==> config.mk <==
export PLATFORM = sky130hd
export DESIGN_NAME = vfc_eval
export DESIGN_NICKNAME = d
export VERILOG_FILES = /design/src/rtl/vfc_pkg.sv /design/src/rtl/vfc_eval.sv
export SDC_FILE = /design/constraint.sdc
export NUM_CORES = 1
export LEC_CHECK = 0
export BUFFER_PORTS_ARGS = -buffer_cell sky130_fd_sc_hd__buf_2
export CORE_MARGIN = 2
export CORE_UTILIZATION = 55
export DETAILED_ROUTE_END_ITERATION = 7
export PLACE_DENSITY = 0.82
export SETUP_SLACK_MARGIN = 0.1
export SLEW_MARGIN = 40
export SYNTH_ARGS = -nofsm -noshare
export SYNTH_HDL_FRONTEND = slang
export SYNTH_SLANG_ARGS = --single-unit
export TNS_END_PERCENT = 10
==> constraint.sdc <==
create_clock -name clk -period 4.1 [get_ports clk]
set_input_delay 0.82 -clock clk [delete_from_list [all_inputs] [get_ports clk]]
set_output_delay 0.82 -clock clk [all_outputs]
set_load 0.05 [all_outputs]
==> src/rtl/vfc_pkg.sv <==
// vfc_pkg: shared types and constants of the vision frame checker
// no dependencies; imported by the interfaces and all rtl modules
`default_nettype none

package vfc_pkg;

    // frame geometry
    localparam int FRAME_LEN = 12;
    localparam int POS_W     = 4;
    localparam int MAG_W     = 15;
    localparam int ERR_W     = 16;
    localparam int CFG_IDX_W = 2;
    localparam int CFG_DAT_W = 15;

    // byte positions inside a frame
    localparam logic [POS_W-1:0] POS_HEAD  = 4'd0;
    localparam logic [POS_W-1:0] POS_FOUND = 4'd1;
    localparam logic [POS_W-1:0] POS_YAW_H = 4'd2;
    localparam logic [POS_W-1:0] POS_YAW_L = 4'd3;
    localparam logic [POS_W-1:0] POS_PIT_H = 4'd4;
    localparam logic [POS_W-1:0] POS_PIT_L = 4'd5;
    localparam logic [POS_W-1:0] POS_SIGN  = 4'd6;
    localparam logic [POS_W-1:0] POS_LAST_SUMMED = 4'd7;
    localparam logic [POS_W-1:0] POS_CHK   = 4'd8;
    localparam logic [POS_W-1:0] POS_TAIL  = 4'd11;

    // result status codes
    localparam logic [1:0] STAT_FOUND     = 2'd0;
    localparam logic [1:0] STAT_NO_TARGET = 2'd1;
    localparam logic [1:0] STAT_BAD_FRAME = 2'd2;
    localparam logic [1:0] STAT_BAD_SUM   = 2'd3;

    // sign quadrant codes
    localparam logic [7:0] SIGN_YN_PN = 8'd1;
    localparam logic [7:0] SIGN_YP_PN = 8'd2;
    localparam logic [7:0] SIGN_YP_PP = 8'd3;
    localparam logic [7:0] SIGN_YN_PP = 8'd4;

    localparam logic [7:0] TARGET_FLAG = 8'd1;

    // configuration register indexes and reset values
    localparam logic [CFG_IDX_W-1:0] REG_HEADER    = 2'd0;
    localparam logic [CFG_IDX_W-1:0] REG_TAIL      = 2'd1;
    localparam logic [CFG_IDX_W-1:0] REG_YAW_LIMIT = 2'd2;

    localparam logic [7:0]       HEADER_RESET    = 8'hAA;
    localparam logic [7:0]       TAIL_RESET      = 8'h54;
    localparam logic [MAG_W-1:0] YAW_LIMIT_RESET = 15'd200;

    // summary of one complete frame, handed from assembler to evaluator
    typedef struct packed {
        logic [7:0]       head;
        logic [7:0]       tail;
        logic             chk_ok;
        logic             found;
        logic [MAG_W-1:0] yaw_mag;
        logic [MAG_W-1:0] pitch_mag;
        logic [7:0]       sign_code;
    } frame_t;

endpackage

`default_nettype wire

==> src/rtl/vfc_eval.sv <==
// vfc_eval: frame evaluator, status decode, sign selection, yaw clamp, result register
// depends on vfc_pkg; fed by vfc_collect
`default_nettype none

module vfc_eval import vfc_pkg::*; (
    input  wire logic                    clk,
    input  wire logic                    rst_n,
    input  wire logic                    frame_valid,
    input  wire frame_t                  frame,
    output logic                         frame_take,
    input  wire logic [7:0]              header_byte,
    input  wire logic [7:0]              tail_byte,
    input  wire logic [MAG_W-1:0]        yaw_limit,
    output logic                         out_valid,
    input  wire logic                    out_ready,
    output logic [1:0]                   status,
    output logic signed [ERR_W-1:0]      yaw_error,
    output logic signed [ERR_W-1:0]      pitch_error
);

    logic signed [ERR_W-1:0] last_yaw_reg, last_yaw_next;
    logic signed [ERR_W-1:0] last_pitch_reg, last_pitch_next;
    logic                    out_valid_reg, out_valid_next;
    logic [1:0]              status_reg, status_next;
    logic signed [ERR_W-1:0] yaw_reg, yaw_next;
    logic signed [ERR_W-1:0] pitch_reg, pitch_next;

    logic [1:0]              stat;
    logic signed [ERR_W-1:0] yaw_pos, pitch_pos, yaw_sel, pitch_sel, lim, yaw_clamped;

    assign frame_take = frame_valid && (!out_valid_reg || out_ready);
    assign yaw_pos    = signed'({1'b0, frame.yaw_mag});
    assign pitch_pos  = signed'({1'b0, frame.pitch_mag});
    assign lim        = signed'({1'b0, yaw_limit});

    always_comb
    begin
        if (frame.head != header_byte || frame.tail != tail_byte)
        begin
            stat = STAT_BAD_FRAME;
        end
        else if (!frame.chk_ok)
        begin
            stat = STAT_BAD_SUM;
        end
        else if (!frame.found)
        begin
            stat = STAT_NO_TARGET;
        end
        else
        begin
            stat = STAT_FOUND;
        end

        // unknown quadrant keeps the previous signed values
        case (frame.sign_code)
            SIGN_YN_PN:
            begin
                yaw_sel   = -yaw_pos;
                pitch_sel = -pitch_pos;
            end
            SIGN_YP_PN:
            begin
                yaw_sel   = yaw_pos;
                pitch_sel = -pitch_pos;
            end
            SIGN_YP_PP:
            begin
                yaw_sel   = yaw_pos;
                pitch_sel = pitch_pos;
            end
            SIGN_YN_PP:
            begin
                yaw_sel   = -yaw_pos;
                pitch_sel = pitch_pos;
            end
            default:
            begin
                yaw_sel   = last_yaw_reg;
                pitch_sel = last_pitch_reg;
            end
        endcase

        if (yaw_sel > lim)
        begin
            yaw_clamped = lim;
        end
        else if (yaw_sel < -lim)
        begin
            yaw_clamped = -lim;
        end
        else
        begin
            yaw_clamped = yaw_sel;
        end
    end

    always_comb
    begin
        last_yaw_next   = last_yaw_reg;
        last_pitch_next = last_pitch_reg;
        status_next     = status_reg;
        yaw_next        = yaw_reg;
        pitch_next      = pitch_reg;
        out_valid_next  = out_valid_reg && !out_ready;

        if (frame_take)
        begin
            out_valid_next = 1'b1;
            status_next    = stat;
            if (stat == STAT_FOUND)
            begin
                last_yaw_next   = yaw_sel;
                last_pitch_next = pitch_sel;
                yaw_next        = yaw_clamped;
                pitch_next      = pitch_sel;
            end
            else
            begin
                yaw_next   = '0;
                pitch_next = '0;
            end
        end
    end

    always_ff @(posedge clk or negedge rst_n)
    begin
        if (!rst_n)
        begin
            out_valid_reg  <= 1'b0;
            last_yaw_reg   <= '0;
            last_pitch_reg <= '0;
        end
        else
        begin
            out_valid_reg  <= out_valid_next;
            last_yaw_reg   <= last_yaw_next;
            last_pitch_reg <= last_pitch_next;
        end
    end

    always_ff @(posedge clk)
    begin
        status_reg <= status_next;
        yaw_reg    <= yaw_next;
        pitch_reg  <= pitch_next;
    end

    assign out_valid   = out_valid_reg;
    assign status      = status_reg;
    assign yaw_error   = yaw_reg;
    assign pitch_error = pitch_reg;

endmodule

`default_nettype wire

==> flow_metrics.tcl <==
set metrics [dict create \
    max_stage_delay_ns 0.47 \
    placed_cells 928 \
    synth.most_common_cell "nor2_1" \
    ff2ff_setup_slack_ns 0.97 \
    tightest_slew_ns 0.680 \
    synth_cell_types 64 \
    clk_pin_slew_worst_paths_ns 0.08 \
    yosysSeqAreaShare_pct 35.7 \
    ys.flop_type "edfxtp_1" \
    io_pins 127 \
    track_usage_pct 33.5 \
    status "finished, violations left" \
    ctsHoldBuffers 0 \
    reg2reg_to "yaw_error[5]" \
    ys_top_cells_by_count "78 x nor2_1, 52 x a21oi_1, 48 x nand2_1" \
    path_buf_inv 3 \
    crit_slowest_cell "a311o_2" \
    synth_area_um2 5170 \
    drv_cap 0 \
    synth_fp_nets 724 \
    nets 966 \
    fmaxAchievable_mhz 227 \
    synth_top_area_share_pct 19.7 \
    cts-buffers-inserted 9 \
    antenna_found_initial 0 \
    grt_overflow 0 \
    first_global_vias 5768 \
    finalSetupViolCount 15 \
    finalWorstSetupSlack_ns -0.297 \
    num_vias 5893 \
    p_per_area_nw_per_um2 208 \
    reg2reg_from "last_yaw_reg[8]" \
    fp.dieH_um 101 \
    finalHoldViolations 0 \
    cellLeakagePower_nw 3.38 \
    grt_max_degree 35 \
    failed_checks "negative setup slack" \
    yosys_warnings 0 \
    synth_area_per_cell_um2 8.59 \
    hpwl_um 12500 \
    diodes 0 \
    clockBufferDepth 2 \
    core_um2 9200 \
    drtIter0Drc 357 \
    ys_seq_elements 67 \
    post-route-drc-count 0 \
    crit_family "simple AND/OR/NAND/NOR gates" \
    layout-drive-gt1-share_pct 41.0 \
    crit_chain "buf_12 > inv_12 > ha_4 > nor3b_4 > nand4b_1 > or3_4 > nor3_4 > nor3_2 > a221o_1 > ha_4 > and3_4 > and4_4 > nand2_4 > a21oi_4 > o32ai_4 > a311o_2 > buf_12 > a31oi_2 > a31oi_1" \
    firstDrtPassIters 5 \
    htree_levels 3 \
    clk_latency_ns 0.35 \
    std_cell_rows 35 \
    period_share_pct 107 \
    post-route-min-period_ns 4.40 \
    die_w_um 101 \
    critPathMaxFanout 6 \
    routed_wl_um 17600 \
    synthToLayoutAreaGrowth_pct 45.4 \
    root_buffer "clkbuf_8" \
    async_flop_share_pct 49.3 \
    finalPower_mw 1.56 \
    dp_slack_ns -0.602 \
    synth_area_leaders "edfxtp_1 20%, dfrtp_1 16%, ha_1 7.5%" \
    cp.arrival_ns 4.48 \
    ir_drop_v 0.000165 \
    avgRoutedWirePerCell_um 18.4 \
    die_area_um2 10200 \
    routabilityCongestion 0.985 \
    finalClockSkew_ns 0.0119 \
    portBuffers 126 \
    start_util_pct 56.2 \
    reg2reg_depth 12 \
    holdCritPathClass "input port to asynchronous set/reset pin" \
    postRouteAntennaNets 0 \
    grt_pass1_wl_um 26900 \
    cts_tree "yes" \
    slew_headroom_pct 54.6 \
    crit_required_ns 4.18 \
    synthCells 602 \
    clock-sinks 67 \
    rsz0062_at_grt "true" \
    final_core_util_pct 81.8 \
    vias_per_cell 6.14 \
    end_kind "register" \
    worstSetupStartpointType "input port" \
    layout.cells.non_filler 960 \
    maxSlewViolCount 0 \
    synth_top_area_cell "edfxtp_1" \
    synth_edf_count 34 \
    fillers 608 \
    critPathKind "input port to register" \
]
-- area by class of cell --
| class | instances | area, um^2 | share of cell area, % |
|---|---|---|---|
| tap | 111 | 139 | 1.85 |
| clock inverter | 7 | 43.8 | 0.582 |
| clock buffer | 9 | 124 | 1.65 |
| inverter | 36 | 150 | 2.00 |
| sequential | 67 | 1850 | 24.6 |
| multi-input combinational | 472 | 3490 | 46.4 |
| timing repair buffer | 258 | 1730 | 23.0 |
-- power breakdown --
part / switching, mW / internal, mW
registers: 0.00358 / 0.720
logic: 0.204 / 0.133
clock network: 0.282 / 0.217
-- cells by family after synthesis --
group / after synthesis / synth area share, %
muxes: 6 / 1.23
and+or+nand+nor: 236 / 23.5
DFF: 67 / 35.7
buffers and inverters: 63 / 4.91
AOI/OAI and AO/OA: 169 / 21.9
adders and majority gates: 31 / 7.50
xor gates and xnor gates: 30 / 5.23
-- repair_timing --
item | 4_1_cts | 5_1_grt
endpoints found under the setup margin | 16 | 16
gates resized for setup | 18 | 40
pin swaps | 11 | 19
gates cloned | 2 | 0
setup buffers | 6 | 9
-- placed cells by master (no fill, tap or decap), types with 4 or more instances in the layout --
cell	Yosys	layout
ha_1	31	28
o21ai_0	23	23
buf_2	8	123
nor2_1	78	77
nand3_1	14	14
nand4_1	13	13
nor3_1	24	20
nor4_1	10	7
edfxtp_1	34	34
o21ai_1	8	7
a31oi_4	0	5
nor2b_1	7	7
buf_12	0	5
or3_1	8	6
a211oi_1	7	6
and2_1	4	4
a21oi_2	1	4
clkbuf_8	0	9
xnor2_1	28	28
o21a_1	4	4
a21o_1	7	7
a31oi_1	21	13
or3_4	2	4
a221oi_1	18	12
a221oi_2	2	7
nand2_1	48	47
buf_4	0	125
a21oi_1	52	47
nor3_2	3	5
inv_1	36	32
o31ai_1	4	4
dfrtp_1	33	33
-- worst reg2reg max path, cell delays in order (launching register included) --
cell and delay (ns):
dfrtp_1 0.40, a221oi_2 0.36, inv_1 0.20, ha_1 0.25
a21o_1 0.17, a21o_1 0.20, a21oi_2 0.18, o21a_1 0.23
and4_1 0.31, buf_4 0.22, nor3_1 0.06, o21ai_0 0.19
a21oi_1 0.09
-- worst max path at each step --
stage / startpoint / endpoint / cells past startpoint
after floorplan: frame[24] / yaw_error[13] / 17
after global placement: frame[24] / yaw_error[4] / 19
after detailed placement: frame[24] / yaw_error[6] / 19
after CTS: frame[23] / yaw_error[4] / 20
after global routing: frame[23] / yaw_error[8] / 19
final: frame[24] / yaw_error[8] / 19
-- metrics by stage --
step	hold slack, ns	setup TNS [ns]	area, um^2
finish	0.413	-3.01	7520
global route	0.440	-4.41	7520
CTS	0.516	-1.71	7230
detailed placement	0.500	-8.35	6870
global placement	0.487	-6.30	6870
floorplan	0.471	-0.568	5340
-- routing by layer --
layer,vias up,track usage [%],routed length [um]
met3,50,5.48,1510
met2,334,58.9,8740
li1,2736,-,-
met1,2773,41.2,6860
met4,0,12.7,542
met5,-,0,0
Power figures use the tool's default switching activity.
